## config.mk

```make
export PLATFORM = sky130hd
export DESIGN_NAME = pcg32_xsh_rr_generator
export DESIGN_NICKNAME = d
export VERILOG_FILES = /design/src/pcg_pkg.sv /design/src/pcg_lcg_step.sv /design/src/pcg_divider.sv /design/src/pcg32_xsh_rr_generator.sv
export SDC_FILE = /design/constraint.sdc
export NUM_CORES = 2
export LEC_CHECK = 0
export ABC_AREA = 1
export BUFFER_PORTS_ARGS = -buffer_cell sky130_fd_sc_hd__buf_2
export CAP_MARGIN = 20
export CORE_ASPECT_RATIO = 0.75
export CORE_MARGIN = 5
export CORE_UTILIZATION = 40
export CTS_BUF_LIST = sky130_fd_sc_hd__clkbuf_16
export CTS_CLUSTER_DIAMETER = 60
export DETAILED_ROUTE_END_ITERATION = 8
export PLACE_DENSITY = 0.55
export SLEW_MARGIN = 20
export SYNTH_ARGS = -nofsm -noshare
export SYNTH_HDL_FRONTEND = slang
export SYNTH_HIERARCHICAL = 1
export SYNTH_SLANG_ARGS = --single-unit
```

## constraint.sdc

```tcl
create_clock -name aclk -period 8.75 [get_ports aclk]
set_input_delay 0.4375 -clock aclk [delete_from_list [all_inputs] [get_ports aclk]]
set_output_delay 0.4375 -clock aclk [all_outputs]
set_load 0.01 [all_outputs]
```

## src/pcg_pkg.sv

```systemverilog
`timescale 1ns / 1ps
// ----------------------------------------------------------------------------
// pcg_pkg
// Shared constants, operation codes and the output permutation of the
// PCG32 XSH-RR generator.
// ----------------------------------------------------------------------------
package pcg_pkg;

    localparam int STATE_W = 64;
    localparam int DRAW_W  = 32;
    localparam int VALUE_W = 53;
    localparam int FRAC_SHIFT = 2 * DRAW_W - VALUE_W;

    localparam logic [STATE_W-1:0] LCG_MULT      = 64'd6364136223846793005;
    localparam logic [STATE_W-1:0] RESET_STATE   = 64'h4d595df4d0f33173;
    localparam logic [STATE_W-1:0] RESET_INC     = 64'd1442695040888963407;
    localparam logic [STATE_W-1:0] RESET_SEQ     = 64'h853c49e6748fea9b;
    localparam logic [STATE_W-1:0] RESET_SEED    = 64'd0;

    localparam logic [1:0] OP_RESEED   = 2'd0;
    localparam logic [1:0] OP_RAW      = 2'd1;
    localparam logic [1:0] OP_BOUNDED  = 2'd2;
    localparam logic [1:0] OP_FRACTION = 2'd3;

    localparam logic CFG_SEED_STATE    = 1'b0;
    localparam logic CFG_SEED_SEQUENCE = 1'b1;

    // XSH-RR: xorshift the high bits, then rotate right by the top five bits.
    function automatic logic [DRAW_W-1:0] xsh_rr(input logic [STATE_W-1:0] old);
        logic [STATE_W-1:0]   shifted;
        logic [DRAW_W-1:0]    mixed;
        logic [4:0]           turn;
        logic [2*DRAW_W-1:0]  doubled;
        shifted = ((old >> 18) ^ old) >> 27;
        mixed   = shifted[DRAW_W-1:0];
        turn    = old[STATE_W-1:STATE_W-5];
        doubled = {mixed, mixed} >> turn;
        return doubled[DRAW_W-1:0];
    endfunction

endpackage

```

## src/pcg_lcg_step.sv

```systemverilog
`timescale 1ns / 1ps
// ----------------------------------------------------------------------------
// pcg_lcg_step
// Advances the 64-bit LCG state by one step with a single shared 32x32
// multiplier used over three products and a final increment add.
// ----------------------------------------------------------------------------
module pcg_lcg_step
    import pcg_pkg::*;
(
    input  logic               aclk,
    input  logic               aresetn,
    input  logic               start,
    input  logic [STATE_W-1:0] state_in,
    input  logic [STATE_W-1:0] inc_in,
    output logic               done,
    output logic [STATE_W-1:0] result
);

    localparam int HALF_W = STATE_W / 2;
    localparam logic [2:0] PH_LAST = 3'd4;

    logic               busy_reg;
    logic [2:0]         phase_reg;
    logic               done_reg;
    logic [STATE_W-1:0] prod_reg;
    logic [STATE_W-1:0] acc_reg;
    logic [STATE_W-1:0] result_reg;
    logic [HALF_W-1:0]  op_a;
    logic [HALF_W-1:0]  op_b;
    logic [STATE_W-1:0] prod_next;

    always_comb begin
        unique case (phase_reg)
            3'd0: begin
                op_a = state_in[HALF_W-1:0];
                op_b = LCG_MULT[HALF_W-1:0];
            end
            3'd1: begin
                op_a = state_in[HALF_W-1:0];
                op_b = LCG_MULT[STATE_W-1:HALF_W];
            end
            default: begin
                op_a = state_in[STATE_W-1:HALF_W];
                op_b = LCG_MULT[HALF_W-1:0];
            end
        endcase
        prod_next = {{HALF_W{1'b0}}, op_a} * {{HALF_W{1'b0}}, op_b};
    end

    always_ff @(posedge aclk) begin
        if (!aresetn) begin
            busy_reg  <= 1'b0;
            phase_reg <= 3'd0;
            done_reg  <= 1'b0;
        end else begin
            done_reg <= busy_reg && !start && (phase_reg == PH_LAST);
            if (start) begin
                busy_reg  <= 1'b1;
                phase_reg <= 3'd0;
            end else if (busy_reg) begin
                phase_reg <= phase_reg + 3'd1;
                if (phase_reg == PH_LAST) begin
                    busy_reg <= 1'b0;
                end
            end
        end
    end

    always_ff @(posedge aclk) begin
        if (busy_reg) begin
            prod_reg <= prod_next;
            unique case (phase_reg)
                3'd1: acc_reg <= prod_reg;
                3'd2, 3'd3: acc_reg[STATE_W-1:HALF_W] <=
                    acc_reg[STATE_W-1:HALF_W] + prod_reg[HALF_W-1:0];
                3'd4: result_reg <= acc_reg + inc_in;
                default: acc_reg <= acc_reg;
            endcase
        end
    end

    assign done   = done_reg;
    assign result = result_reg;

endmodule

```

## src/pcg_divider.sv

```systemverilog
`timescale 1ns / 1ps
// ----------------------------------------------------------------------------
// pcg_divider
// Restoring radix-2 remainder unit: one quotient bit per cycle.
// ----------------------------------------------------------------------------
module pcg_divider
    import pcg_pkg::*;
(
    input  logic              aclk,
    input  logic              aresetn,
    input  logic              start,
    input  logic [DRAW_W-1:0] dividend,
    input  logic [DRAW_W-1:0] divisor,
    output logic              done,
    output logic [DRAW_W-1:0] remainder
);

    localparam int CNT_W = $clog2(DRAW_W);
    localparam logic [CNT_W-1:0] CNT_LAST = CNT_W'(DRAW_W - 1);

    logic              busy_reg;
    logic              done_reg;
    logic [CNT_W-1:0]  cnt_reg;
    logic [DRAW_W-1:0] rem_reg;
    logic [DRAW_W-1:0] dvd_reg;
    logic [DRAW_W-1:0] dsr_reg;
    logic [DRAW_W:0]   trial;
    logic [DRAW_W:0]   diff;
    logic [DRAW_W-1:0] rem_next;

    always_comb begin
        trial    = {rem_reg, dvd_reg[DRAW_W-1]};
        diff     = trial - {1'b0, dsr_reg};
        rem_next = (trial >= {1'b0, dsr_reg}) ? diff[DRAW_W-1:0] : trial[DRAW_W-1:0];
    end

    always_ff @(posedge aclk) begin
        if (!aresetn) begin
            busy_reg <= 1'b0;
            done_reg <= 1'b0;
            cnt_reg  <= '0;
        end else begin
            done_reg <= busy_reg && !start && (cnt_reg == CNT_LAST);
            if (start) begin
                busy_reg <= 1'b1;
                cnt_reg  <= '0;
            end else if (busy_reg) begin
                cnt_reg <= cnt_reg + 1'b1;
                if (cnt_reg == CNT_LAST) begin
                    busy_reg <= 1'b0;
                end
            end
        end
    end

    always_ff @(posedge aclk) begin
        if (start) begin
            rem_reg <= '0;
            dvd_reg <= dividend;
            dsr_reg <= divisor;
        end else if (busy_reg) begin
            rem_reg <= rem_next;
            dvd_reg <= {dvd_reg[DRAW_W-2:0], 1'b0};
        end
    end

    assign done      = done_reg;
    assign remainder = rem_reg;

endmodule

```

## src/pcg32_xsh_rr_generator.sv

```systemverilog
`timescale 1ns / 1ps
// A raw draw and a fraction use the LCG step unit and its shared
// multiplier; a bounded draw also uses two passes of the remainder unit.
// One request is in work at a time; the next is taken while a result waits.
// Reset (synchronous, active low) loads the default state and increment.
// ----------------------------------------------------------------------------
// pcg32_xsh_rr_generator
// PCG32 generator with XSH-RR output, sequencing a shared LCG step unit and
// a shared remainder unit for reseed, raw, bounded and fraction requests.
// ----------------------------------------------------------------------------
module pcg32_xsh_rr_generator
    import pcg_pkg::*;
(
    input  logic               aclk,
    input  logic               aresetn,
    input  logic               s_valid,
    output logic               s_ready,
    input  logic [1:0]         s_operation,
    input  logic [DRAW_W-1:0]  s_bound,
    output logic               m_valid,
    input  logic               m_ready,
    output logic [VALUE_W-1:0] m_value,
    input  logic               cfg_we,
    input  logic               cfg_index,
    input  logic [STATE_W-1:0] cfg_data
);

    localparam logic [3:0] S_IDLE    = 4'd0;
    localparam logic [3:0] S_RESEED1 = 4'd1;
    localparam logic [3:0] S_RESEED2 = 4'd2;
    localparam logic [3:0] S_THRESH  = 4'd3;
    localparam logic [3:0] S_DRAW    = 4'd4;
    localparam logic [3:0] S_WAIT    = 4'd5;
    localparam logic [3:0] S_MOD     = 4'd6;
    localparam logic [3:0] S_OUT     = 4'd7;

    logic [3:0]         fsm_reg;
    logic [1:0]         op_reg;
    logic [DRAW_W-1:0]  bound_reg;
    logic [DRAW_W-1:0]  thresh_reg;
    logic [DRAW_W-1:0]  draw_reg;
    logic [DRAW_W-1:0]  first_reg;
    logic               second_reg;
    logic [VALUE_W-1:0] result_reg;
    logic [STATE_W-1:0] seed_state_reg;
    logic [STATE_W-1:0] seed_seq_reg;
    logic [STATE_W-1:0] lcg_state_reg;
    logic [STATE_W-1:0] lcg_inc_reg;
    logic               m_valid_reg;
    logic [VALUE_W-1:0] m_value_reg;

    logic               lcg_start;
    logic               lcg_done;
    logic [STATE_W-1:0] lcg_result;
    logic               div_start;
    logic [DRAW_W-1:0]  div_dividend;
    logic [DRAW_W-1:0]  div_divisor;
    logic               div_done;
    logic [DRAW_W-1:0]  div_rem;
    logic               accept;
    logic               out_free;

    assign s_ready  = (fsm_reg == S_IDLE);
    assign accept   = s_valid && s_ready;
    assign out_free = !m_valid_reg || m_ready;

    always_comb begin
        lcg_start    = 1'b0;
        div_start    = 1'b0;
        div_dividend = draw_reg;
        div_divisor  = bound_reg;
        unique case (fsm_reg)
            S_IDLE: begin
                if (accept && s_operation == OP_RESEED) begin
                    lcg_start = 1'b1;
                end
                if (accept && s_operation == OP_BOUNDED && s_bound != '0) begin
                    div_start    = 1'b1;
                    div_dividend = '0 - s_bound;
                    div_divisor  = s_bound;
                end
            end
            S_RESEED1: lcg_start = lcg_done;
            S_DRAW:    lcg_start = 1'b1;
            S_WAIT: begin
                if (lcg_done && op_reg == OP_BOUNDED && bound_reg != '0
                        && draw_reg >= thresh_reg) begin
                    div_start = 1'b1;
                end
            end
            default: begin
                lcg_start = 1'b0;
            end
        endcase
    end

    pcg_lcg_step u_lcg (
        .aclk     (aclk),
        .aresetn  (aresetn),
        .start    (lcg_start),
        .state_in (lcg_state_reg),
        .inc_in   (lcg_inc_reg),
        .done     (lcg_done),
        .result   (lcg_result)
    );

    pcg_divider u_div (
        .aclk      (aclk),
        .aresetn   (aresetn),
        .start     (div_start),
        .dividend  (div_dividend),
        .divisor   (div_divisor),
        .done      (div_done),
        .remainder (div_rem)
    );

    always_ff @(posedge aclk) begin
        if (!aresetn) begin
            seed_state_reg <= RESET_SEED;
            seed_seq_reg   <= RESET_SEQ;
        end else if (cfg_we) begin
            unique case (cfg_index)
                CFG_SEED_STATE:    seed_state_reg <= cfg_data;
                CFG_SEED_SEQUENCE: seed_seq_reg   <= cfg_data;
                default:           seed_seq_reg   <= seed_seq_reg;
            endcase
        end
    end

    always_ff @(posedge aclk) begin
        if (!aresetn) begin
            fsm_reg       <= S_IDLE;
            lcg_state_reg <= RESET_STATE;
            lcg_inc_reg   <= RESET_INC;
            m_valid_reg   <= 1'b0;
            second_reg    <= 1'b0;
        end else begin
            if (fsm_reg == S_OUT && out_free) begin
                m_valid_reg <= 1'b1;
            end else if (m_ready) begin
                m_valid_reg <= 1'b0;
            end
            unique case (fsm_reg)
                S_IDLE: begin
                    if (accept) begin
                        op_reg     <= s_operation;
                        bound_reg  <= s_bound;
                        second_reg <= 1'b0;
                        if (s_operation == OP_RESEED) begin
                            lcg_state_reg <= '0;
                            lcg_inc_reg   <= {seed_seq_reg[STATE_W-2:0], 1'b1};
                            fsm_reg       <= S_RESEED1;
                        end else if (s_operation == OP_BOUNDED && s_bound != '0) begin
                            fsm_reg <= S_THRESH;
                        end else begin
                            fsm_reg <= S_DRAW;
                        end
                    end
                end
                S_RESEED1: begin
                    if (lcg_done) begin
                        lcg_state_reg <= lcg_result + seed_state_reg;
                        fsm_reg       <= S_RESEED2;
                    end
                end
                S_RESEED2: begin
                    if (lcg_done) begin
                        lcg_state_reg <= lcg_result;
                        fsm_reg       <= S_IDLE;
                    end
                end
                S_THRESH: begin
                    if (div_done) begin
                        thresh_reg <= div_rem;
                        fsm_reg    <= S_DRAW;
                    end
                end
                S_DRAW: begin
                    draw_reg <= xsh_rr(lcg_state_reg);
                    fsm_reg  <= S_WAIT;
                end
                S_WAIT: begin
                    if (lcg_done) begin
                        lcg_state_reg <= lcg_result;
                        priority if (op_reg == OP_FRACTION) begin
                            if (second_reg) begin
                                result_reg <= {first_reg, draw_reg[DRAW_W-1:FRAC_SHIFT]};
                                fsm_reg    <= S_OUT;
                            end else begin
                                first_reg  <= draw_reg;
                                second_reg <= 1'b1;
                                fsm_reg    <= S_DRAW;
                            end
                        end else if (op_reg == OP_BOUNDED && bound_reg != '0) begin
                            if (draw_reg >= thresh_reg) begin
                                fsm_reg <= S_MOD;
                            end else begin
                                fsm_reg <= S_DRAW;
                            end
                        end else begin
                            result_reg <= VALUE_W'(draw_reg);
                            fsm_reg    <= S_OUT;
                        end
                    end
                end
                S_MOD: begin
                    if (div_done) begin
                        result_reg <= VALUE_W'(div_rem);
                        fsm_reg    <= S_OUT;
                    end
                end
                S_OUT: begin
                    if (out_free) begin
                        m_value_reg <= result_reg;
                        fsm_reg     <= S_IDLE;
                    end
                end
                default: begin
                    fsm_reg <= S_IDLE;
                end
            endcase
        end
    end

    assign m_valid = m_valid_reg;
    assign m_value = m_value_reg;

endmodule
```

==> results.ini <==
[layout]
layout-drive-gt1-share_pct=7.07
syn_to_final_growth_pct=11.6
fin_nets=11700
mostFrequentLayoutCell=nand2_1
final_cell_mix=nand2_1, inv_1, nor2_1
fillers=18800
stdcell_count=12900

[synthesis]
synth_area_um2=74100
yosysTopAreaCell=edfxtp_1
syn_inst=10100
syn_avg_cell_area_um2=7.36
synth_flop_cell=edfxtp_1
synth_edf_count=492
synth_seq_cells=795
synth.yosys.warnings=6
async_flop_share_pct=0
yosys.area.top_type_share_pct=19.9
synth-seq-area-share_pct=28.1
yosys.cell_types.count=62
netlist_top_cells_area=edfxtp_1, nand2_1, fa_1

[sta]
final.setup.tns_ns=0
finalSetupViolCount=0
period_needed_ns=8.44
period_share_pct=96.5
finalHoldViolCount=0
rsz0062_at_grt=no
max_clock_freq_ghz=0.118
final.setup_skew_ns=0.0919
slew_headroom_pct=25.0
maxSlewViolCount=0
tightest_slew_ns=1.12

[clock_tree]
htreeDepth=3
cts-root-buf=clkbuf_16
clock_sinks=795
clkLatencyLatePin_ns=0.78
numCtsBuffers=98
clockBufferDepth=3
cts_tree=done
clkTransAtPathRegs_ns=0.06

[floorplan]
die_y_um=383
core_region_area_um2=184000
initial_utilization_pct=40.3
core.rowCount=136
ioPinCount=159
die_w_um=507
floorplan.die_area_um2=194000

[critical_path]
cp_data_arrival_time_ns=8.93
cp-start-kind=register
worstPathMaxFanout=14
crit_type=reg -> reg
worst_path_max_delay_cell=fa_1
cp_slowest_stage_delay_ns=0.61
critical_path_required_ns=9.23
reg2reg_depth=30
end_kind=register

[outcome]
status=complete, no violations

[global_routing]
antenna_found_initial=19
grt_max_degree=99
globalRouteTotalUtil_pct=30.2
grt_overflow_total=0
grt_first_pass_wirelength_um=430000
grt_pass1_vias=62200

[drt]
drtIter0Drc=7433
route.detailed.drc=0
routed_wl_um=297000
routedWlPerCell_um=23.0
detail-route-antenna-nets=0
vias=65600
via_per_inst=5.08
first_pass_iters=8

[placement]
io_buffers=158
place_inst=12600
dp_hpwl_um=250000
routabilityCongestion=0.992

[job]
maxCapViolCount=0

[min_path]
hold_depth=3
hold_class=in -> reg

[worst paths after layout]
path | slack (ns) | from | to
worst max-delay path | 0.31 | u_lcg/phase_reg[0] | u_lcg/prod_reg[62]
worst min-delay path | 0.05 | cfg_data[60] | seed_seq_reg[60]
worst max register to register | 0.31 | u_lcg/phase_reg[0] | u_lcg/prod_reg[62]
worst min register to register | 0.42 | result_reg[39] | m_value[39]
[cell families (layout without fill, tap and decap cells)]
kind of cell | count (synthesis) | in the layout | synth area share [%]
AO/OA/AOI/OAI | 825 | 826 | 5.98
XOR/XNOR | 130 | 130 | 1.54
adder cells (fa/ha/maj) | 1186 | 1186 | 25.5
buffers and inverters | 2302 | 2689 | 12.0
flip-flops | 795 | 795 | 28.1
multiplexers | 9 | 9 | 0.122
other | 3 | 39 | 0.0152
AND/OR/NAND/NOR | 4808 | 4808 | 26.7
[final cells by class]
cell class	instances	area, um2	share of cell area [%]
clock inverter	84	928	1.12
tap	2415	3020	3.65
antenna	7	17.5	0.0212
multi-input combinational	6991	44600	54.0
sequential	795	20800	25.2
clock buffer	99	2480	3.00
timing repair buffer	400	2860	3.46
inverter	2106	7910	9.57
[timing repair]
item,CTS,global route
hold endpoints to repair,143,0
cloned,1,0
hold buffers,90,0
buffers inserted,0,10
resized for setup,0,13
pin swaps,1,3
endpoints found under the setup margin,1,23
[Yosys cell counts, types with 17 or more instances]
| cell | instances |
|---|---|
| o21bai_1 | 25 |
| ha_1 | 647 |
| nand4_1 | 44 |
| inv_2 | 56 |
| buf_2 | 43 |
| nor3_1 | 64 |
| dfxtp_1 | 303 |
| o21ai_0 | 329 |
| nor2_1 | 897 |
| clkbuf_1 | 110 |
| edfxtp_1 | 492 |
| a31oi_1 | 41 |
| inv_1 | 2044 |
| or2_2 | 23 |
| buf_1 | 20 |
| a21oi_1 | 323 |
| buf_6 | 17 |
| o21ai_2 | 25 |
| xor2_1 | 92 |
| nor2_4 | 21 |
| xnor2_1 | 38 |
| nand3b_1 | 55 |
| nand3_1 | 455 |
| o21ai_1 | 58 |
| nand2_2 | 61 |
| nand2_1 | 3105 |
| fa_1 | 539 |
[stage by stage]
step	setup WS, ns	area [um2]	hold slack (ns)	util [%]
after floorplan	1.12	74200	0.400	-
after global placement	0.0831	78200	0.403	42.5
after detailed placement	0.0871	78200	0.405	42.6
after CTS	0.167	82500	0.00501	44.9
after global routing	0.0179	82700	0.0291	45.0
final	0.305	82700	0.0542	45.0
[routing by layer]
layer | vias to the layer above | track usage [%] | wire length (um)
met2 | 2477 | 41.7 | 116000
li1 | 31600 | - | -
met1 | 31200 | 46.9 | 143000
met3 | 263 | 8.17 | 31500
met4 | 4 | 5.45 | 5660
met5 | - | 0 | 27
[critical path, delay by kind of cell, from the launching register on]
kind	cells	cell delay [ns]
AOI/OAI and AO/OA	2	0.34
adders and majority gates	10	4.63
buffers and inverters	9	1.28
DFF	1	0.39
and+or+nand+nor	9	1.50
Power is left out: the tool's default activity adds up to more than one toggle a clock period on the data nets, which glitch-free logic cannot reach.
